<file path="src/rtl/gmdl_pkg.sv">
// Package for the grid max-distance-to-land block: constants and shared types.
// Used by gmdl_front, gmdl_back and grid_max_distance_to_land_top; no dependencies.
package gmdl_pkg;
    localparam int GRID_MAX_DEF = 128;
    localparam logic [7:0] DIST_NONE = 8'd255;
    localparam logic [7:0] CFG_ROWS = 8'd0;
    localparam logic [7:0] CFG_COLS = 8'd1;

    typedef enum logic [1:0] {
        ST_LOAD,
        ST_BWD_RD,
        ST_BWD_WR,
        ST_OUT
    } t_back_state;

    function automatic logic [7:0] inc_sat(input logic [7:0] d);
        inc_sat = (d == DIST_NONE) ? DIST_NONE : d + 8'd1;
    endfunction
endpackage

</file>
<file path="src/rtl/gmdl_front.sv">
// Front end: accepts cells, tracks the load position and tags each cell for the back end.
// Depends on gmdl_pkg.
module gmdl_front #(
    parameter int GRID_MAX = gmdl_pkg::GRID_MAX_DEF,
    localparam int PW = $clog2(GRID_MAX)
) (
    input  logic          i_clk,
    input  logic          i_rst_n,
    input  logic          i_restart,
    input  logic [PW:0]   i_rows,
    input  logic [PW:0]   i_cols,
    input  logic          i_valid,
    output logic          o_ready,
    input  logic          i_is_land,
    output logic          o_valid,
    input  logic          i_ready,
    output logic [2*PW+1:0] o_item
);
    logic [PW-1:0] r_row, r_col, n_row, n_col;
    logic [PW-1:0] r_q_row [2];
    logic [PW-1:0] r_q_col [2];
    logic          r_q_land [2];
    logic          r_q_last [2];
    logic          r_wp, r_rp;
    logic [1:0]    r_cnt;
    logic          last_col, last_row, push, pop;

    assign o_ready  = (r_cnt != 2'd2) && !i_restart;
    assign push     = i_valid && o_ready;
    assign pop      = o_valid && i_ready;
    assign o_valid  = r_cnt != 2'd0;
    assign last_col = ({1'b0, r_col} + 1'b1) >= i_cols;
    assign last_row = ({1'b0, r_row} + 1'b1) >= i_rows;
    assign o_item   = {r_q_row[r_rp], r_q_col[r_rp], r_q_land[r_rp], r_q_last[r_rp]};

    // Advance raster position
    always_comb begin
        n_row = r_row;
        n_col = r_col + 1'b1;
        if (last_col) begin
            n_col = '0;
            n_row = last_row ? '0 : r_row + 1'b1;
        end
    end

    always_ff @(posedge i_clk) begin
        if (!i_rst_n || i_restart) begin
            r_row <= '0;
            r_col <= '0;
            r_wp  <= 1'b0;
            r_rp  <= 1'b0;
            r_cnt <= 2'd0;
        end else begin
            if (push) begin
                r_row <= n_row;
                r_col <= n_col;
                r_wp  <= ~r_wp;
            end
            if (pop) r_rp <= ~r_rp;
            r_cnt <= r_cnt + {1'b0, push} - {1'b0, pop};
        end
    end

    // Queue payload
    always_ff @(posedge i_clk) begin
        if (push) begin
            r_q_row[r_wp]  <= r_row;
            r_q_col[r_wp]  <= r_col;
            r_q_land[r_wp] <= i_is_land;
            r_q_last[r_wp] <= last_col && last_row;
        end
    end
endmodule

</file>
<file path="config.mk">
export PLATFORM = sky130hd
export DESIGN_NAME = gmdl_front
export DESIGN_NICKNAME = d
export VERILOG_FILES = /design/src/rtl/gmdl_pkg.sv /design/src/rtl/gmdl_front.sv
export SDC_FILE = /design/constraint.sdc
export NUM_CORES = 1
export LEC_CHECK = 0
export BUFFER_PORTS_ARGS = -buffer_cell sky130_fd_sc_hd__clkbuf_2
export CAP_MARGIN = 20
export CORE_ASPECT_RATIO = 1.75
export CORE_MARGIN = 2
export CORE_UTILIZATION = 60
export CTS_CLUSTER_DIAMETER = 60
export DETAILED_ROUTE_END_ITERATION = 8
export HOLD_SLACK_MARGIN = 0.15
export PLACE_DENSITY = 0.93
export SLEW_MARGIN = 15
export SYNTH_ARGS = -nofsm -noshare
export SYNTH_HDL_FRONTEND = slang
export SYNTH_SLANG_ARGS = --single-unit
</file>
<file path="constraint.sdc">
create_clock -name i_clk -period 5.85 [get_ports i_clk]
set_clock_uncertainty 0.1 [all_clocks]
set_input_delay 0.585 -clock i_clk [delete_from_list [all_inputs] [get_ports i_clk]]
set_output_delay 0.585 -clock i_clk [all_outputs]
set_load 0.05 [all_outputs]
</file>
# Word level (Yosys, flattened, before mapping)
# Memories as Yosys holds them, arrays and structs flattened. A register that Yosys moved wholly into a read port is not among the register bits.
# Index checks and enable logic that the tools add are counted.
# Widths: inputs -> output; s select.
op_classes:
  add_sub_neg: 6
  n_lt_le_gt_ge: 2
  eq_ne: 1
  mux: 12
  bitwise: 2
  reduce_logical: 9
op_table:
  columns: ["operator", "count"]
  rows:
  - ["$add 7x1->8 const B", 2]
  - ["$ge 8x8->1", 2]
  - ["$add 7x1->7 const B", 2]
  - ["$mux 7", 2]
  - ["$mux 1", 10]
  - ["$logic_and 1x1->1", 4]
  - ["$add 2x1->2", 1]
  - ["$logic_not 1->1", 2]
  - ["$ne 2x2->1 const B", 1]
  - ["$not 1->1", 2]
  - ["$reduce_and 2->1", 1]
  - ["$reduce_bool 2->1", 1]
  - ["$sub 2x1->2", 1]
  - ["$logic_or 1x1->1", 1]
totals:
  regBits: 18
  mem_bits_rw: 32
  in_bits: 22
  out_inout_bits: 18
  mem_count: 4
memory_table:
  columns: ["name", "words", "width", "read_ports", "rd_ports_with_merged_regs", "write_ports", "line", "rtl"]
  rows:
  - ["r_q_col", 2, 7, 1, 1, 1, "gmdl_front.sv:21", "logic [PW-1:0] r_q_col [2];"]
  - ["r_q_row", 2, 7, 1, 1, 1, "gmdl_front.sv:20", "logic [PW-1:0] r_q_row [2];"]
  - ["r_q_land", 2, 1, 1, 1, 1, "gmdl_front.sv:22", "logic r_q_land [2];"]
  - ["r_q_last", 2, 1, 1, 1, 1, "gmdl_front.sv:23", "logic r_q_last [2];"]

# Logic depth before layout (Yosys ltp)
depth:
  word_depth: 5
  ltp_mapped: 12

# Worst setup path after synthesis
# OpenSTA, ideal clock, no wires.
synth_path:
  kind: "reg-to-reg"
  from: "register r_row[0]"
  to: "memory r_q_last[0] (data pin)"
  t_arrival_ns: 2.314
  required_ns: 5.579
  setup_slack_ns: 3.264
  stages_incl_launch_ff: 11
  n_path_buf: 0
  synth_period_minus_slack_ns: 2.586
  cell_sequence: "dfxtp_1 -> ha_1 -> and3_1 -> nand3_1 -> xor2_1 -> inv_1 -> ha_1 -> nand2_1 -> or3_1 -> o221ai_4 -> a21boi_0"
synth_via:
  elab_chain_cells: 3
synth_rtl:
  columns: ["element", "line", "rtl"]
  rows:
  - ["start: declaration", "gmdl_front.sv:19", "logic [PW-1:0] r_row, r_col, n_row, n_col;"]
  - ["start signal: assignment", "gmdl_front.sv:55", "r_row <= n_row;"]
  - ["$add 7x1->8", "gmdl_front.sv:33", "assign last_row = ({1'b0, r_row} + 1'b1) >= i_rows;"]
  - ["$ge 8x8->1", "gmdl_front.sv:33", null]
  - ["$logic_and 1x1->1", "gmdl_front.sv:70", "r_q_last[r_wp] <= last_col && last_row;"]
  - ["end: declaration", "gmdl_front.sv:23", null]
# No other way between the ends.

# Worst setup path after layout
layout_path:
  from: "register r_row[0]"
  to: "memory r_q_last[1] (data pin)"
# The elaborated chain is that of the path after synthesis.

==> metrics <==
synth warn=0; DR pass1 iterations=4; Multi-input gate area=around 0.0012 mm^2; io pins=40; deepest clock path buffer count=2; origin of the worst min-delay path=i_is_land; Die Y=92.17 um; leading post-synthesis cells by cell area=edfxtp_1 36%, dfxtp_1 14%, ha_1 9.4%, mux2_2 6.8%, a21oi_1 3.0%; Setup Buffers After CTS=0; Max IR drop VDD=approximately 0.00015 V; Leak=between 0.001 and 0.0015 uW; Power Internal=between 400 and 500 uW; Starting Density=0.6163; register bit total from synthesis=51; highest metal used=met4; Hold-fix buffers, CTS=0; area leader, netlist=edfxtp_1; Via density=about 5.9; clock sinks=51; Core ar.=about 0.0043 mm^2; share of the synthesized area in the top cell type=0.3606; IO Port Bufs=39; syn nets=roughly 280; post_cts resized=0; max-slew violations=0; Root Driver=clkbuf_8; CP dominant cell by count=ha_1; initial antenna violation count=0; final hold violation count=0; die footprint=0.005012 mm^2; Slew @ Worst Pin=0.7208 ns; first-pass GRT wire length=8079 um; met1 wire length=~1900 um; part of the power in registers=0.598; worst-path cell chain=ha_1 -> and3_1 -> nand3_1 -> xor2_1 -> inv_1 -> ha_1 -> nand2_1 -> or3_1 -> o221ai_4 -> a21boi_0; grt ovf=0; CTS buffer count=5; final wirelength=about 5000 um; # DRC=0; reg-to-reg endpoint=r_q_last[1]; Combinational Power Share=0.094; Antenna Nets Post-Route=0; Hold EP=r_q_land[1]; chip width=roughly 54 um; RSZ-0062 raised after global routing=no; worst hold slack=approximately 0.37 ns; crit end category=flip-flop; diodes inserted=0; status=finished, final reports clean; Commonest cells post-synth=32 x edfxtp_1, 20 x ha_1, 20 x inv_1; synthesis-to-layout area growth=10.94%; switching power=~160 uW; clock power share=0.308; Final Net Count=around 320; Worst Hold Class=in2reg; largest net degree at the start of global routing=18; number of global-route vias before repair=between 1500 and 2000; CP max-delay cell=dfxtp_1; reg2reg setup slack=about 3.0 ns; final setup TNS=0 ns; Top FF cell, synth=edfxtp_1; Max Clk Rate=approximately 350 MHz; Post-synth EDFFs=32; Setup-failing EPs final=0; H-Tree Depth=2; Critical Path AT=2.90 ns; worst path required time=about 6 ns; Total GRT Usage=0.2203; Slew HR=0.5195; GP Congestion=~0.85; metal2 WL=~2700 um; Sw Ratio=0.2463; layout cell share with drive strength beyond 1=0.2500; Worst-path clk slew=0.09 ns; Post-Syn Instances=around 240; Distinct cells, synth=42; # Max-Cap Violations=0; Tcrit/Tclk final=0.4901; Worst setup SP type=flip-flop; post-DR wirelength/cell=15.35 um; sequential fraction of the synthesis area=0.5033; crit path max fanout=9; sequential standard cell area=0.001341 mm^2; row cnt=32; reg-to-reg startpoint=r_row[0]; hold path depth=1; Initial DRC Count=77; HPWL after DPL=approximately 3700 um; met3 WL=257 um; CTS tree=yes; syn avg cell area=~11 um^2; DR vias=1913; Setup CP Type=reg2reg; crit path time final=about 2.9 ns; Syn Std Cell Area=between 0.002 and 0.003 mm^2; Power Density=between 200 and 250 mW/mm^2; # fillers=between 300 and 400; most common cell in the netlist=edfxtp_1; reg2reg path depth=10; fraction of registers with async set/reset=0; insertion delay to the later sink of the worst-skew pair=just over 0.3 ns; crit-path max cell delay=roughly 0.43 ns
[critical path: cells and delay by family (launching register included)]
family	cells	cell delay [ns]
xor+xnor	1	0.19
buf+inv	1	0.07
simple gates	4	0.73
fa+ha+maj	2	0.54
compound gates	2	0.62
flops	1	0.43
[registers in the layout, indices dropped and copies added (netlist names), named ones only]
name	count
r_cnt	2
r_col	7
r_q_col	14
r_q_land	2
r_q_last	2
r_q_row	14
r_row	7
r_rp	1
r_wp	1
[kinds of logic (layout without fill, tap and decap cells)]
group | Yosys count | in the layout | synth area share
AO/OA/AOI/OAI | 40 | 40 | 0.1099
flip-flops | 51 | 51 | 0.5033
multiplexers | 16 | 16 | 0.06760
adder cells (fa/ha/maj) | 20 | 20 | 0.09390
buffers and inverters | 30 | 69 | 0.05352
AND/OR/NAND/NOR | 66 | 66 | 0.1258
XOR/XNOR | 14 | 14 | 0.04601
[final cells by class]
class / instances / area share
multi-input cells: 156 / 0.3995
clock inverters: 3 / 0.006771
well taps: 51 / 0.02158
repair buffers: 40 / 0.06856
clock buffers: 5 / 0.02328
flip-flops and latches: 51 / 0.4537
inverters: 21 / 0.02666
[power groups by stage]
stage                     logic, uW  clock network, uW  registers [uW]
after floorplan                44.9                  0             394
after global placement         59.3                  0             395
after detailed placement       61.0                  0             396
after CTS                      61.5                198             388
after global routing           66.5                211             388
final                          61.0                199             388
[metrics by stage]
step                      cells  total power (uW)    util  instance area (um^2)  worst slack (ns)
final                       327             648.1  0.6837                  2957             2.983
after global routing        327             665.1  0.6837                  2957             2.701
after CTS                   327             647.3  0.6837                  2957             2.997
after detailed placement    319             456.9  0.6632                  2868             3.018
after global placement      319             454.5  0.6632                  2868             3.110
after floorplan             237             439.1       -                  2665             3.264
[routing by layer]
layer | global-route usage | vias up
met1 | 0.2462 | 907
met4 | 0.1042 | 0
met3 | 0.03094 | 11
met5 | 0 | -
li1 | - | 922
met2 | 0.3865 | 73
[cell usage in the layout (no fill, tap or decap), types with 7 or more instances in the layout]
cell type / synthesis / final
a21oi_1: 16 / 16
clkbuf_2: 1 / 39
dfxtp_1: 19 / 19
edfxtp_1: 32 / 32
ha_1: 20 / 20
inv_1: 20 / 20
mux2_2: 16 / 16
nand2_1: 19 / 19
nand3_1: 9 / 9
nor2_1: 12 / 12
xnor2_1: 7 / 7
xor2_1: 7 / 7
[worst max path at each step]
stage | slack (ns) | startpoint | to
4_1_cts | 3.00 | r_row[0] | r_q_last[0]
6_report | 2.98 | r_row[0] | r_q_last[1]
5_1_grt | 2.70 | r_row[0] | r_q_last[0]
3_3_place_gp | 3.11 | r_row[0] | r_q_last[0]
2_1_floorplan | 3.26 | r_row[0] | r_q_last[0]
3_5_place_dp | 3.02 | r_row[0] | r_q_last[1]
(Power assumes the default switching activity.)
